===== src/rtl/sli_pkg.sv =====
// ----------------------------------------------------------------------------
// Sorted list package
// Shared sizes, operation codes and result status codes of the sorted list.
// ----------------------------------------------------------------------------
package sli_pkg;

  localparam int CAPACITY  = 16;
  localparam int IDX_W     = (CAPACITY > 1) ? $clog2(CAPACITY) : 1;
  localparam int CNT_W     = $clog2(CAPACITY + 1);
  localparam int DATA_W    = 32;
  localparam int MODE_W    = 2;
  localparam int OUT_CNT_W = 5;

  typedef enum logic [MODE_W-1:0] {
    MODE_INSERT = 2'd0,
    MODE_DELETE = 2'd1,
    MODE_DUMP   = 2'd2,
    MODE_NONE   = 2'd3
  } mode_e;

  typedef enum logic [1:0] {
    ST_OK        = 2'd0,
    ST_NOT_FOUND = 2'd1,
    ST_FULL      = 2'd2,
    ST_EMPTY     = 2'd3
  } status_e;

endpackage


===== src/rtl/sli_if.sv =====
// ----------------------------------------------------------------------------
// Sorted list channels
// Request and result channels with a valid/ready handshake.
// ----------------------------------------------------------------------------
interface sli_in_if import sli_pkg::*; ();
  logic                     valid;
  logic                     ready;
  logic [MODE_W-1:0]        mode;
  logic signed [DATA_W-1:0] value;

  modport source (output valid, output mode, output value, input ready);
  modport sink   (input valid, input mode, input value, output ready);
endinterface

interface sli_out_if import sli_pkg::*; ();
  logic                     valid;
  logic                     ready;
  logic [1:0]               status;
  logic signed [DATA_W-1:0] value_out;
  logic [OUT_CNT_W-1:0]     count;
  logic                     last;

  modport source (output valid, output status, output value_out, output count,
                  output last, input ready);
  modport sink   (input valid, input status, input value_out, input count,
                  input last, output ready);
endinterface


===== src/rtl/sorted_list_insert_delete_unit.sv =====
// ----------------------------------------------------------------------------
// Sorted list insert/delete unit
// Keeps up to CAPACITY signed 32-bit values in ascending order in a
// two-port RAM and serves insert, delete and dump requests one at a time.
// Insert walks the list from the top down, moving each value that is not
// smaller one slot up, and drops the new value into the gap (status full
// when the list is already full). Delete walks from the bottom up, finds the
// first equal value and moves every later value one slot down (status not
// found or empty otherwise). Dump returns every stored value in order with
// last set on the final one, or a single empty result. Every other request
// returns exactly one result with last set. The request side is busy from
// acceptance until the final result is loaded into the output register; a
// result may still wait there while the next request is taken. Insert,
// delete and dump visit one stored entry at a time: a read state for the
// registered RAM read, then a compare or output state, so they take longer
// the more values are stored.
// ----------------------------------------------------------------------------
module sorted_list_insert_delete_unit import sli_pkg::*; (
  input  logic             clk_i,
  input  logic             rst_ni,
  sli_in_if.sink           in_i,
  sli_out_if.source        out_o
);

  // Sequencer states
  localparam logic [3:0] S_IDLE    = 4'd0;
  localparam logic [3:0] S_INS_RD  = 4'd1;
  localparam logic [3:0] S_INS_CMP = 4'd2;
  localparam logic [3:0] S_INS_PUT = 4'd3;
  localparam logic [3:0] S_DEL_RD  = 4'd4;
  localparam logic [3:0] S_DEL_CMP = 4'd5;
  localparam logic [3:0] S_DMP_RD  = 4'd6;
  localparam logic [3:0] S_DMP_OUT = 4'd7;
  localparam logic [3:0] S_FIN     = 4'd8;

  logic [3:0]        state_q, state_d;
  logic [IDX_W-1:0]  idx_q, idx_d;
  logic [CNT_W-1:0]  cnt_q, cnt_d;
  logic [DATA_W-1:0] val_q, val_d;
  logic              found_q, found_d;
  status_e           stat_q, stat_d;

  // Output register
  logic                 ov_q;
  status_e              os_q;
  logic [DATA_W-1:0]    oval_q;
  logic [OUT_CNT_W-1:0] ocnt_q;
  logic                 olast_q;

  // RAM port
  logic              ram_we, ram_re;
  logic [IDX_W-1:0]  ram_waddr;
  logic [DATA_W-1:0] ram_wdata, ram_rdata;

  // Result load
  logic              load;
  status_e           ld_status;
  logic [DATA_W-1:0] ld_val;
  logic              ld_last;

  logic              slot_free;
  logic              last_el;
  logic              not_smaller;
  logic              match;

  sli_ram #(
    .WIDTH (DATA_W),
    .DEPTH (CAPACITY)
  ) u_ram (
    .clk_i   (clk_i),
    .we_i    (ram_we),
    .waddr_i (ram_waddr),
    .wdata_i (ram_wdata),
    .re_i    (ram_re),
    .raddr_i (idx_q),
    .rdata_o (ram_rdata)
  );

  assign slot_free   = !ov_q || out_o.ready;
  assign last_el     = ((CNT_W+1)'(idx_q) + (CNT_W+1)'(1)) == (CNT_W+1)'(cnt_q);
  // Comparisons on the RAM read data: ordering for insert, equality for delete.
  assign not_smaller = $signed(ram_rdata) >= $signed(val_q);
  assign match       = ram_rdata == val_q;

  assign in_i.ready  = (state_q == S_IDLE);

  always_comb begin
    state_d   = state_q;
    idx_d     = idx_q;
    cnt_d     = cnt_q;
    val_d     = val_q;
    found_d   = found_q;
    stat_d    = stat_q;
    ram_we    = 1'b0;
    ram_re    = 1'b0;
    ram_waddr = idx_q;
    ram_wdata = ram_rdata;
    load      = 1'b0;
    ld_status = stat_q;
    ld_val    = '0;
    ld_last   = 1'b1;

    unique case (state_q)
      S_IDLE: begin
        if (in_i.valid) begin
          val_d   = in_i.value;
          found_d = 1'b0;
          stat_d  = ST_OK;
          idx_d   = '0;
          unique case (in_i.mode)
            MODE_INSERT: begin
              if (cnt_q >= CNT_W'(CAPACITY)) begin
                stat_d  = ST_FULL;
                state_d = S_FIN;
              end else if (cnt_q == '0) begin
                state_d = S_INS_PUT;
              end else begin
                // Start at the top entry and walk down
                idx_d   = IDX_W'(cnt_q - CNT_W'(1));
                state_d = S_INS_RD;
              end
            end
            MODE_DELETE: begin
              if (cnt_q == '0) begin
                stat_d  = ST_EMPTY;
                state_d = S_FIN;
              end else begin
                state_d = S_DEL_RD;
              end
            end
            MODE_DUMP: begin
              if (cnt_q == '0) begin
                stat_d  = ST_EMPTY;
                state_d = S_FIN;
              end else begin
                state_d = S_DMP_RD;
              end
            end
            default: begin
              state_d = S_FIN;
            end
          endcase
        end
      end

      S_INS_RD: begin
        ram_re  = 1'b1;
        state_d = S_INS_CMP;
      end

      S_INS_CMP: begin
        ram_we    = 1'b1;
        ram_waddr = IDX_W'((CNT_W+1)'(idx_q) + (CNT_W+1)'(1));
        if (not_smaller) begin
          // Move this entry one slot up and keep walking down
          ram_wdata = ram_rdata;
          if (idx_q == '0) begin
            state_d = S_INS_PUT;
          end else begin
            idx_d   = idx_q - IDX_W'(1);
            state_d = S_INS_RD;
          end
        end else begin
          // Gap found just above this entry
          ram_wdata = val_q;
          cnt_d     = cnt_q + CNT_W'(1);
          state_d   = S_FIN;
        end
      end

      S_INS_PUT: begin
        ram_we    = 1'b1;
        ram_waddr = '0;
        ram_wdata = val_q;
        cnt_d     = cnt_q + CNT_W'(1);
        state_d   = S_FIN;
      end

      S_DEL_RD: begin
        ram_re  = 1'b1;
        state_d = S_DEL_CMP;
      end

      S_DEL_CMP: begin
        if (found_q) begin
          // Close the gap left by the removed entry
          ram_we    = 1'b1;
          ram_waddr = idx_q - IDX_W'(1);
          ram_wdata = ram_rdata;
        end
        found_d = found_q || match;
        if (last_el) begin
          if (found_q || match) begin
            cnt_d  = cnt_q - CNT_W'(1);
            stat_d = ST_OK;
          end else begin
            stat_d = ST_NOT_FOUND;
          end
          state_d = S_FIN;
        end else begin
          idx_d   = idx_q + IDX_W'(1);
          state_d = S_DEL_RD;
        end
      end

      S_DMP_RD: begin
        ram_re  = 1'b1;
        state_d = S_DMP_OUT;
      end

      S_DMP_OUT: begin
        // RAM read data holds while the output is stalled
        if (slot_free) begin
          load      = 1'b1;
          ld_status = ST_OK;
          ld_val    = ram_rdata;
          ld_last   = last_el;
          if (last_el) begin
            state_d = S_IDLE;
          end else begin
            idx_d   = idx_q + IDX_W'(1);
            state_d = S_DMP_RD;
          end
        end
      end

      S_FIN: begin
        if (slot_free) begin
          load      = 1'b1;
          ld_status = stat_q;
          state_d   = S_IDLE;
        end
      end

      default: begin
        state_d = S_IDLE;
      end
    endcase
  end

  always_ff @(posedge clk_i or negedge rst_ni) begin
    if (!rst_ni) begin
      state_q <= S_IDLE;
      cnt_q   <= '0;
      found_q <= 1'b0;
      ov_q    <= 1'b0;
    end else begin
      state_q <= state_d;
      cnt_q   <= cnt_d;
      found_q <= found_d;
      if (load) begin
        ov_q <= 1'b1;
      end else if (out_o.ready) begin
        ov_q <= 1'b0;
      end
    end
  end

  always_ff @(posedge clk_i) begin
    idx_q  <= idx_d;
    val_q  <= val_d;
    stat_q <= stat_d;
    if (load) begin
      os_q    <= ld_status;
      oval_q  <= ld_val;
      ocnt_q  <= OUT_CNT_W'(cnt_q);
      olast_q <= ld_last;
    end
  end

  assign out_o.valid     = ov_q;
  assign out_o.status    = os_q;
  assign out_o.value_out = oval_q;
  assign out_o.count     = ocnt_q;
  assign out_o.last      = olast_q;

  // Count never exceeds the capacity
  a_cnt_bound: assert property (@(posedge clk_i) disable iff (!rst_ni)
    cnt_q <= CNT_W'(CAPACITY))
    else $error("stored count exceeds capacity");

  // Count moves by exactly one, and only when the request finishes
  a_cnt_step: assert property (@(posedge clk_i) disable iff (!rst_ni)
    (cnt_q != $past(cnt_q)) |->
      (state_q == S_FIN) &&
      ((cnt_q == $past(cnt_q) + CNT_W'(1)) || (cnt_q == $past(cnt_q) - CNT_W'(1))))
    else $error("count changed outside request completion");

  // An accepted request makes the block busy
  a_busy: assert property (@(posedge clk_i) disable iff (!rst_ni)
    (in_i.valid && in_i.ready) |=> !in_i.ready)
    else $error("request side ready right after acceptance");

endmodule


===== src/rtl/sli_ram.sv =====
// ----------------------------------------------------------------------------
// Sorted list RAM
// Generic single-write, single-read RAM with a registered read port.
// ----------------------------------------------------------------------------
module sli_ram #(
  parameter int WIDTH = 32,
  parameter int DEPTH = 16
) (
  input  logic                                  clk_i,
  input  logic                                  we_i,
  input  logic [((DEPTH > 1) ? $clog2(DEPTH) : 1)-1:0] waddr_i,
  input  logic [WIDTH-1:0]                      wdata_i,
  input  logic                                  re_i,
  input  logic [((DEPTH > 1) ? $clog2(DEPTH) : 1)-1:0] raddr_i,
  output logic [WIDTH-1:0]                      rdata_o
);

  logic [WIDTH-1:0] mem_q [DEPTH];
  logic [WIDTH-1:0] rdata_q;

  always_ff @(posedge clk_i) begin
    if (we_i) begin
      mem_q[waddr_i] <= wdata_i;
    end
    if (re_i) begin
      rdata_q <= mem_q[raddr_i];
    end
  end

  assign rdata_o = rdata_q;

endmodule


===== src/flat_wrapper.sv =====
// flat-port wrapper written by rule: the top's interface ports become plain ports
module sorted_list_insert_delete_unit_flat import sli_pkg::*;
  (clk_i, rst_ni, in_i_valid, in_i_mode, in_i_value, in_i_ready, out_o_valid, out_o_status, out_o_value_out, out_o_count, out_o_last, out_o_ready);
  sli_in_if in_i_i ();
  sli_out_if out_o_i ();
  input  logic clk_i;
  input  logic rst_ni;
  input wire logic [$bits(in_i_i.valid)-1:0] in_i_valid;
  input wire logic [$bits(in_i_i.mode)-1:0] in_i_mode;
  input wire logic [$bits(in_i_i.value)-1:0] in_i_value;
  output wire logic [$bits(in_i_i.ready)-1:0] in_i_ready;
  output wire logic [$bits(out_o_i.valid)-1:0] out_o_valid;
  output wire logic [$bits(out_o_i.status)-1:0] out_o_status;
  output wire logic [$bits(out_o_i.value_out)-1:0] out_o_value_out;
  output wire logic [$bits(out_o_i.count)-1:0] out_o_count;
  output wire logic [$bits(out_o_i.last)-1:0] out_o_last;
  input wire logic [$bits(out_o_i.ready)-1:0] out_o_ready;
  assign in_i_i.valid = in_i_valid;
  assign in_i_i.mode = in_i_mode;
  assign in_i_i.value = in_i_value;
  assign in_i_ready = in_i_i.ready;
  assign out_o_valid = out_o_i.valid;
  assign out_o_status = out_o_i.status;
  assign out_o_value_out = out_o_i.value_out;
  assign out_o_count = out_o_i.count;
  assign out_o_last = out_o_i.last;
  assign out_o_i.ready = out_o_ready;
  sorted_list_insert_delete_unit u_core (.clk_i(clk_i), .rst_ni(rst_ni), .in_i(in_i_i), .out_o(out_o_i));
endmodule

===== config.mk =====
export PLATFORM = sky130hd
export DESIGN_NAME = sorted_list_insert_delete_unit_flat
export DESIGN_NICKNAME = d
export VERILOG_FILES = /design/src/rtl/sli_pkg.sv /design/src/rtl/sli_if.sv /design/src/rtl/sorted_list_insert_delete_unit.sv /design/src/rtl/sli_ram.sv /design/src/flat_wrapper.sv
export SDC_FILE = /design/constraint.sdc
export NUM_CORES = 1
export LEC_CHECK = 0
export BUFFER_PORTS_ARGS = -buffer_cell sky130_fd_sc_hd__buf_2
export CAP_MARGIN = 20
export CORE_MARGIN = 1
export CORE_UTILIZATION = 45
export CTS_CLUSTER_SIZE = 24
export DETAILED_ROUTE_END_ITERATION = 6
export GPL_TIMING_DRIVEN = 0
export PLACE_DENSITY = 0.67
export SLEW_MARGIN = 20
export SYNTH_ARGS = -nofsm -noshare
export SYNTH_HDL_FRONTEND = slang
export SYNTH_SLANG_ARGS = --single-unit

===== constraint.sdc =====
create_clock -name clk_i -period 3.15 [get_ports clk_i]
set_input_delay 0.315 -clock clk_i [delete_from_list [all_inputs] [get_ports clk_i]]
set_output_delay 0.315 -clock clk_i [all_outputs]
set_load 0.05 [all_outputs]

* After elaboration in Yosys (flattened, before gate mapping)
Memories as Yosys holds them, arrays and structs flattened. A register that Yosys moved wholly into a read port is not among the register bits.
Index checks and enable logic that the tools add are counted.
** Operators by class
- $add $sub $neg :: 5
- Magnitude comparators :: 2
- Eq/ne operators :: 20
- Multiplexer cells :: 50
- Reductions and logical operators :: 22
** Operator list (number)
- 4-bit 2-to-1 mux :: 17
- 32-bit case mux with 2 select lines :: 1
- 4-bit case mux with 9 select lines :: 1
- 32-bit == test :: 1
- 32-bit >= comparator :: 1
- 32-bit 2-to-1 mux :: 1
- 4-bit case mux with 3 select lines :: 2
- 4-bit by 3-bit == test with 1-bit output (second input constant) :: 4
- 2-bit 2-to-1 mux :: 8
- 4-bit case mux with 4 select lines :: 1
- 5-bit 2-to-1 mux :: 3
- 5-bit case mux with 3 select lines :: 1
- 1-bit 2-to-1 mux :: 10
- 2-bit by 1-bit != test with 1-bit output (second input constant) :: 5
- 4-bit by 2-bit == test with 1-bit output (second input constant) :: 2
- 4-bit logical NOT :: 2
- 2-bit case mux with 2 select lines :: 2
- 6-bit by 5-bit == test with 1-bit output :: 1
- 2-bit != test (second input constant) :: 3
- 2-bit AND reduction :: 3
- 3-bit AND reduction :: 2
- 2-bit OR reduction :: 3
- 4-bit by 1-bit adder with 5-bit output (second input constant) :: 1
- 5-bit by 1-bit adder with 5-bit output (second input constant) :: 1
- other kinds (20) :: 23
** Word-level totals
- Register bits :: 89
- RAM bits :: 512
- Input bits :: 38
- Output and inout bits :: 42
- Logic and storage cells :: 111
- Memories :: 1
** Memory list
- u_core.u_ram.mem_q :: words 16, bits a word 32, rd ports 1, clocked after memory_dff 1, wr ports 1, line sli_ram.sv:18 : logic [WIDTH-1:0] mem_q [DEPTH];

* Longest topological paths before layout
Gate-level depths: netlist (run 1).
- Word-level depth :: 6
- Gate-level depth with buffers :: 12
- Gate-level depth less buffers :: 9

* By module
Synthesis (run 1) repeated with hierarchy kept, for this count alone.
** Second synthesis, totals
- Cells, all modules :: 1289
- Area total of the unflattened synthesis :: 25285.5 um^2
** By module, submodules not included
- sli_ram :: instances 1, cells each 838, area an instance 20155.6 um^2, seq. area each 16335.7 um^2
- sorted_list_insert_delete_unit :: instances 1, cells each 451, area an instance 5129.9 um^2, seq. area each 2617.5 um^2

* Worst setup path before layout (run 1)
No wires, ideal clock.
- Kind :: reg-to-reg
- Start :: reg u_core.state_q[3]
- End :: mem u_core.u_ram.mem_q[8][0], enable pin
- Library setup time :: 0.421 ns
- Data arrival time :: 3.064 ns
- Data required time :: 2.729 ns
- Slack :: -0.335 ns
- Stages on the path, launching flop included :: 9
- Path buffers :: 1
- Period minus slack after synthesis :: 3.485 ns
- Cells stage by stage :: dfrtp_1 > clkbuf_1 > or3b_1 > nor2_2 > nand2_1 > o41ai_1 > a21o_1 > nand2b_1 > nor2_1
** Between the ends
- Word-level cells in the longest chain between the ends :: 5
- Elaborated cells on any way between the ends :: 8
- Classes of those cells :: 3 x eq/ne; 4 x mux; 1 x reduce/logical
** Ends and longest elaborated chain
- start: declaration :: line sorted_list_insert_delete_unit.sv:36 : logic [3:0] state_q, state_d;
- start signal: assignment :: line sorted_list_insert_delete_unit.sv:248 : state_q <= state_d;
- 4-bit by 2-bit == test with 1-bit output :: line sorted_list_insert_delete_unit.sv:103 : unique case (state_q)
- 2-bit OR reduction (no line)
- 1-bit case mux with 2 select lines :: line sorted_list_insert_delete_unit.sv:103
- 1-bit 2-to-1 mux :: line sli_ram.sv:22 : if (we_i) begin
- 1-bit 2-to-1 mux (implied by the code) :: line sli_ram.sv:23 : mem_q[waddr_i] <= wdata_i;
- end: declaration :: line sli_ram.sv:18
Several ways; a longest one is shown, not always the timed one.

* Worst setup path in the final report (run 1)
- Start :: reg u_core.u_ram.rdata_q[31] (netlist: u_core.u_ram.rdata_o[31]), read port of u_core.u_ram.mem_q
- End :: mem u_core.u_ram.mem_q[6][16] (data pin)
** Between the ends
- Word-level cells in the longest chain between the ends :: 3
** Ends and longest elaborated chain
- start: declaration :: line sli_ram.sv:19 : logic [WIDTH-1:0] rdata_q;
- 32-bit >= comparator :: line sorted_list_insert_delete_unit.sv:82 : assign not_smaller = $signed(ram_rdata) >= $signed(val_q);
- 32-bit 2-to-1 mux :: line sorted_list_insert_delete_unit.sv:154 : if (not_smaller) begin
- 32-bit case mux with 2 select lines :: line sorted_list_insert_delete_unit.sv:103
- named net u_core.ram_wdata[16] :: line sorted_list_insert_delete_unit.sv:53 : logic [DATA_W-1:0] ram_wdata, ram_rdata;
The timed path passes the listed nets, and every way through them passes these cells.

==> results of run 1 <==
worst max-delay path: stages, from the launching register on:
cell	delay, ps
edfxtp_1	490
ha_4	350
nand4_4	190
nor3_4	250
a22oi_2	80
buf_6	150
and3b_2	250
nor3_4	210
o21a_4	180
buf_12	140
buf_8	120
buf_12	150
mux2_4	370
final timing paths:
check                                                   start  depth (start not counted)                                   to
min in group clk_i                                out_o_ready                          3       u_core.out_o.valid$_DFFE_PN0P_
min                                                    rst_ni                          2          u_core.cnt_q[4]$_DFFE_PN0P_
min reg2reg                       u_core.cnt_q[2]$_DFFE_PN0P_                          0      u_core.out_o.count[2]$_DFFE_PP_
max                        u_core.u_ram.rdata_o[31]$_DFFE_PP_                         12  u_core.u_ram.mem_q[6][16]$_DFFE_PP_
max in group asynchronous                              rst_ni                          2          u_core.cnt_q[1]$_DFFE_PN0P_
max reg2reg                u_core.u_ram.rdata_o[31]$_DFFE_PP_                         12  u_core.u_ram.mem_q[6][16]$_DFFE_PP_
final cells by class:
cell class	count	area, µm²
fillers	4175	24600
multi-input cells	759	7216
flip-flops and latches	633	18950
inverters	44	167.7
clock buffers	90	1891
repair buffers	223	2303
plain buffers	73	380.4
well taps	756	945.9
clock inverters	29	251.5
cells by family (layout without fill, tap and decap cells):
| logic type | after synthesis | after routing | share of synthesized area [%] |
|---|---|---|---|
| AOI/OAI and AO/OA | 201 | 201 | 5.234 |
| xor gates and xnor gates | 12 | 12 | 0.4052 |
| adders and majority gates | 42 | 42 | 2.026 |
| buffers and inverters | 118 | 459 | 2.065 |
| DFF | 633 | 633 | 73.07 |
| muxes | 227 | 249 | 12.44 |
| and+or+nand+nor | 255 | 255 | 4.756 |
metal layers:
| layer | vias up | track usage [%] | wire (µm) | part of all wire, % |
|---|---|---|---|---|
| met5 | - | 0 | 0 | 0 |
| met3 | 158 | 4.298 | 5768 | 8.4 |
| met4 | 0 | 9.568 | 2385 | 3.5 |
| li1 | 6563 | - | - | - |
| met2 | 786 | 38.17 | 33650 | 49 |
| met1 | 7835 | 29.36 | 26600 | 39 |
cells in the mapped netlist, drive strengths merged (2+ instances only):
master / number
o221ai: 2
o41ai: 2
o22ai: 3
nand2: 93
nor4: 3
or3: 2
o211ai: 4
ha: 42
and2: 32
mux2i: 130
nand4: 8
nor2: 64
a32o: 2
buf: 31
or3b: 2
nand3: 15
a21o: 2
xnor2: 10
a31oi: 2
inv: 44
mux4: 64
a221oi: 35
or2: 2
o31ai: 3
a41oi: 3
nor2b: 5
xor2: 2
o21ai: 48
a21oi: 53
nand4b: 2
mux2: 33
clkbuf: 43
nor3: 9
dfrtp: 11
or4: 2
nand2b: 8
nor3b: 2
and3b: 2
edfxtp: 622
a22oi: 35
flip-flops by register name (all words and copies together) (netlist names):
| signal | flops |
|---|---|
| u_core.cnt_q | 5 |
| u_core.found_q | 1 |
| u_core.idx_q | 4 |
| u_core.out_o.count | 5 |
| u_core.out_o.last | 1 |
| u_core.out_o.status | 2 |
| u_core.out_o.valid | 1 |
| u_core.out_o.value_out | 32 |
| u_core.stat_q | 2 |
| u_core.state_q | 4 |
| u_core.u_ram.mem_q | 512 |
| u_core.u_ram.rdata_o | 32 |
| u_core.val_q | 32 |
power by group:
| part | internal, mW | switching, mW | total (mW) |
|---|---|---|---|
| combinational | 4.47 | 7.28 | 11.8 |
| sequential | 11.7 | 0.566 | 12.3 |
| clock | 4.55 | 3.19 | 7.74 |
per-stage QoR:
stage	util (%)	TNS, ps
6_report	56.62	-9422
5_1_grt	56.62	-19090
2_1_floorplan	-	-103520
3_3_place_gp	48.13	-1472560
3_5_place_dp	49.51	-568540
4_1_cts	55.95	-793.3
timing repair:
item | 4_1_cts | 5_1_grt
gates cloned | 17 | 8
setup endpoints to repair | 986 | 862
endpoints found under the hold margin | 43 | 0
setup buffers | 62 | 21
hold buffers | 33 | 0
gates resized for setup | 56 | 35
pin swaps | 30 | 15
==> summary.md, run 1 <==
| Metric | Value |
|---|---|
| Post-synth ARST share | 1.738% |
| Yosys cell types | 66 |
| Cts bufs inserted | 69 |
| Setup violations, final | 223 |
| Tcrit/Tclk final | 102.7% |
| Initial antenna violation count | 1 |
| ANT nets after route | 0 |
| Wirelength, routed | 68.41 mm |
| Crit path launch type | register |
| CORE AREA | 56710 µm² |
| Post-Syn Area | 25940 µm² |
| R2R setup slack | -90 ps |
| Row cnt | 87 |
| Worst-path fanout max | 8 |
| Initial Util | 45.73% |
| Crit path time final | 3236 ps |
| First-pass GRT wire length | 98.15 mm |
| Max rail drop VDD | 0.4953 mV |
| Vias per cell | 5.885 |
| Placed Area | 28080 µm² |
| Setup CP Type | register to register |
| H-tree Lvls | 3 |
| Top Ports | 80 |
| Syn nets | 1568 |
| Post-synth EDFFs | 622 |
| Yosys Warn Count | 0 |
| Worst-Margin Slew | 1006 ps |
| Failing checks | negative setup slack |
| Ant diodes | 0 |
| Inst Count DP | 2349 |
| Chip width | 242.1 µm |
| Yosys top cell by area | edfxtp_1 |
| Clock buffer depth | 3 |
| Drt pass-1 iters | 7 |
| Number of port buffers | 79 |
| Highest Clock Rate | 309.0 MHz |
| Mapped Cells | 1488 |
| Clock-pin slew on the worst setup and hold paths | 60 ps |
| Relative slew slack | 32.92% |
| # nets final | 1883 |
| Full die area | 58600 µm² |
| GRT overflow | 0 |
| Max_cap viols | 0 |
| Synth Area per Inst | 17.43 µm² |
| RSZ-0062 raised after global routing | yes |
| Vias in the first global route | 15250 |
| Worst Path Arrival | 3550 ps |
| Worst setup EP type | register |
| Worst Hold Slack | 121.5 ps |
| Ys flop type | edfxtp_1 |
| Pin count of the biggest net entering global routing | 24 |
| Status | finished with violations |
| Critical Path RT | 3470 ps |
| Layout cells sized above 1 | 27.01% |
| Final Hold Vio Count | 0 |
| Die Height | 242.1 µm |
| DR WL/cell | 26.24 µm |
| Most frequent cells in the layout | edfxtp_1, mux2i_1, buf_2 |
| Clock Latency Late Sink | 600 ps |
| Most common cell after layout, fill and taps aside | edfxtp_1 |
| All-Layer GR Usage | 22.86% |
| Flops & latches, synth | 633 |
| Final worst-path setup slack | -85.79 ps |
| CTS root buffer | clkbuf_16 |
| Initial drt markers | 1597 |
| Pre-CTS setup slack | -981.6 ps |
| RePlAce Congestion | 0.8524 |
| Design area | 32110 µm² |
| Top cells by area, synth | edfxtp_1, mux4_2, mux2i_1, ha_1, mux2_4 |
| Dpl hpwl | 40.95 mm |
| Clock sinks | 633 |
| DR DRC count | 0 |
| Leak | 11.15 nW |
| Final-report max-slew violation count | 0 |
| Pwr/cell area | 990.3 nW/µm² |
| Clock skew | 21.97 ps |
| Register area share after synthesis | 73.07% |
| Synth top area share | 72.01% |
| Final Non-Filler Cells | 2607 |
| Area grow syn2layout | 23.79% |
| CTS tree | built |
| Power after layout | 31.80 mW |
| Hold Crit Class | input port to async pin |
| Total number of vias | 15340 |
(Power assumes the default switching activity.)
==> run 2: changes to the inputs <==
--- a/config.mk
+++ b/config.mk
@@ -13,6 +13,9 @@
 export DETAILED_ROUTE_END_ITERATION = 6
 export GPL_TIMING_DRIVEN = 0
 export PLACE_DENSITY = 0.67
+export RECOVER_POWER = 25
+export REMOVE_ABC_BUFFERS = 1
+export SKIP_CTS_REPAIR_TIMING = 1
 export SLEW_MARGIN = 20
 export SYNTH_ARGS = -nofsm -noshare
 export SYNTH_HDL_FRONTEND = slang
==> summary.md, run 2 (synthesis gave the netlist of run 1 again) <==
| Metric | Value |
|---|---|
| Critical path's slowest cell | nor3b_2 |
| Worst-Margin Slew | 862.2 ps |
| CTS tree | built |
| Worst Path Arrival | 3620 ps |
| Final Hold Vio Count | 0 |
| Max reg flops | 512 |
| Status | finished with violations |
| Dpl hpwl | 39.93 mm |
| Final worst-path setup slack | -174.2 ps |
| Delay of the slowest critical-path stage | 680 ps |
| Critical-path cell list | nor3b_2, nand2_1, o21ai_1, a21o_1, nand2_1, nor2_4, buf_16, buf_16 |
| GRT overflow | 0 |
| Clock buffer depth | 3 |
| CORE AREA | 56710 µm² |
| First-pass GRT wire length | 92.12 mm |
| Clock Latency Late Sink | 600 ps |
| ANT nets after route | 0 |
| DR DRC count | 0 |
| Clock skew | 23.99 ps |
| Initial drt markers | 1665 |
| # nets final | 1852 |
| Top Ports | 80 |
| Total number of vias | 15220 |
| Hold Crit Class | input port to register |
| Most common cell after layout, fill and taps aside | edfxtp_1 |
| Worst Hold Slack | 160.8 ps |
| RSZ-0062 raised after global routing | yes |
| Layout cells sized above 1 | 25.08% |
| Highest Clock Rate | 300.8 MHz |
| Number of port buffers | 79 |
| Ant diodes | 0 |
| Crit path time final | 3324 ps |
| Final-report max-slew violation count | 0 |
| Setup violations, final | 699 |
| All-Layer GR Usage | 21.36% |
| Top reg by flops | u_core.u_ram.mem_q |
| Min-Delay Path Depth | 3 |
| Vias in the first global route | 14330 |
| Clock-pin slew on the worst setup and hold paths | 60 ps |
| Leak | 11.19 nW |
| Setup CP Type | register to register |
| Tcrit/Tclk final | 105.5% |
| Relative slew slack | 42.26% |
| H-tree Lvls | 3 |
| Row cnt | 87 |
| Pwr/cell area | 982.4 nW/µm² |
| DR WL/cell | 26.65 µm |
| Die Height | 242.1 µm |
| Worst-path fanout max | 12 |
| Crit path launch type | register |
| Full die area | 58600 µm² |
| RePlAce Congestion | 0.8139 |
| Critical Path RT | 3440 ps |
| Area grow syn2layout | 25.07% |
| Max rail drop VDD | 0.4861 mV |
| Vias per cell | 5.913 |
| R2R depth | 8 |
| Initial Util | 45.73% |
| Chip width | 242.1 µm |
| Cts bufs inserted | 67 |
| Initial antenna violation count | 1 |
| CTS root buffer | clkbuf_16 |
| Max_cap viols | 0 |
| Most frequent cells in the layout | edfxtp_1, mux2i_1, nand2_1 |
| Drt pass-1 iters | 6 |
| Fillers | 4095 |
| Wirelength, routed | 68.60 mm |
| Pin count of the biggest net entering global routing | 33 |
| Clock sinks | 633 |
| Power after layout | 31.87 mW |
| Worst setup EP type | register |
| Failing checks | negative setup slack |
-- run 2: cell count changes in the layout (fill, tap and decap cells not counted), sizes merged --
cell,previous run,this run
clkinvlp,3,2
clkbuf,132,133
mux2,55,60
buf,220,180
o21a,1,2
inv,45,47
clkdlybuf4s15,1,0
-- run 2: worst paths after layout --
check / start / endpoint / slack [ps]
setup / recovery: u_core.state_q[2]$_DFFE_PN0P_ / u_core.u_ram.mem_q[15][7]$_DFFE_PP_ / -170
hold / removal: out_o_ready / u_core.out_o.valid$_DFFE_PN0P_ / 160
setup reg to reg: u_core.state_q[2]$_DFFE_PN0P_ / u_core.u_ram.mem_q[15][7]$_DFFE_PP_ / -170
hold reg to reg: u_core.stat_q[1]$_SDFFCE_PP0P_ / u_core.out_o.status[1]$_DFFE_PP_ / 540
max in group asynchronous: rst_ni / u_core.state_q[1]$_DFFE_PN0P_ / 2310
min in group asynchronous: rst_ni / u_core.state_q[0]$_DFFE_PN0P_ / 310
-- run 2: report_power, final --
part | switching, mW | total (mW) | leakage (nW) | internal (mW)
registers | 0.810 | 12.5 | 5.77 | 11.7
clock network | 3.16 | 7.50 | 0.997 | 4.34
logic | 6.78 | 11.8 | 4.42 | 5.04
total | 10.8 | 31.9 | 11.2 | 21.1
-- run 2: layer usage --
| layer | vias up | part of all wire, % | GRT usage [%] |
|---|---|---|---|
| met5 | - | 0 | 0 |
| met1 | 7814 | 42 | 30.12 |
| li1 | 6493 | - | - |
| met4 | 0 | 3.6 | 7.688 |
| met3 | 170 | 7.2 | 3.744 |
| met2 | 743 | 48 | 33.45 |
-- run 2: final cells by class --
type	count	area (µm²)	share of cell area [%]
timing repair buffer	261	3115	9.604
sequential	633	18960	58.43
clock inverter	30	255.2	0.7868
tap	756	945.9	2.916
clock buffer	85	1787	5.508
inverter	44	165.2	0.5091
multi-input combinational	765	7217	22.25
-- run 2: through the flow --
stage | cells | TNS (ps) | setup slack (ps) | util, % | cell area (µm²)
2_1_floorplan | 1414 | -4026160 | -7546 | - | 25570
3_3_place_gp | 2249 | -7662020 | -13350 | 47.45 | 26910
3_5_place_dp | 2325 | -659800 | -1061 | 50.78 | 28800
4_1_cts | 2440 | -661020 | -1060 | 54.38 | 30840
5_1_grt | 2574 | -115350 | -203.3 | 57.20 | 32440
6_report | 2574 | -73230 | -174.2 | 57.20 | 32440
-- run 2: critical path: cells and delay by family (launching register included) --
kind | cells | cell delay, ps
simple gates | 4 | 1620
flops | 1 | 540
compound gates | 2 | 440
buf+inv | 2 | 390
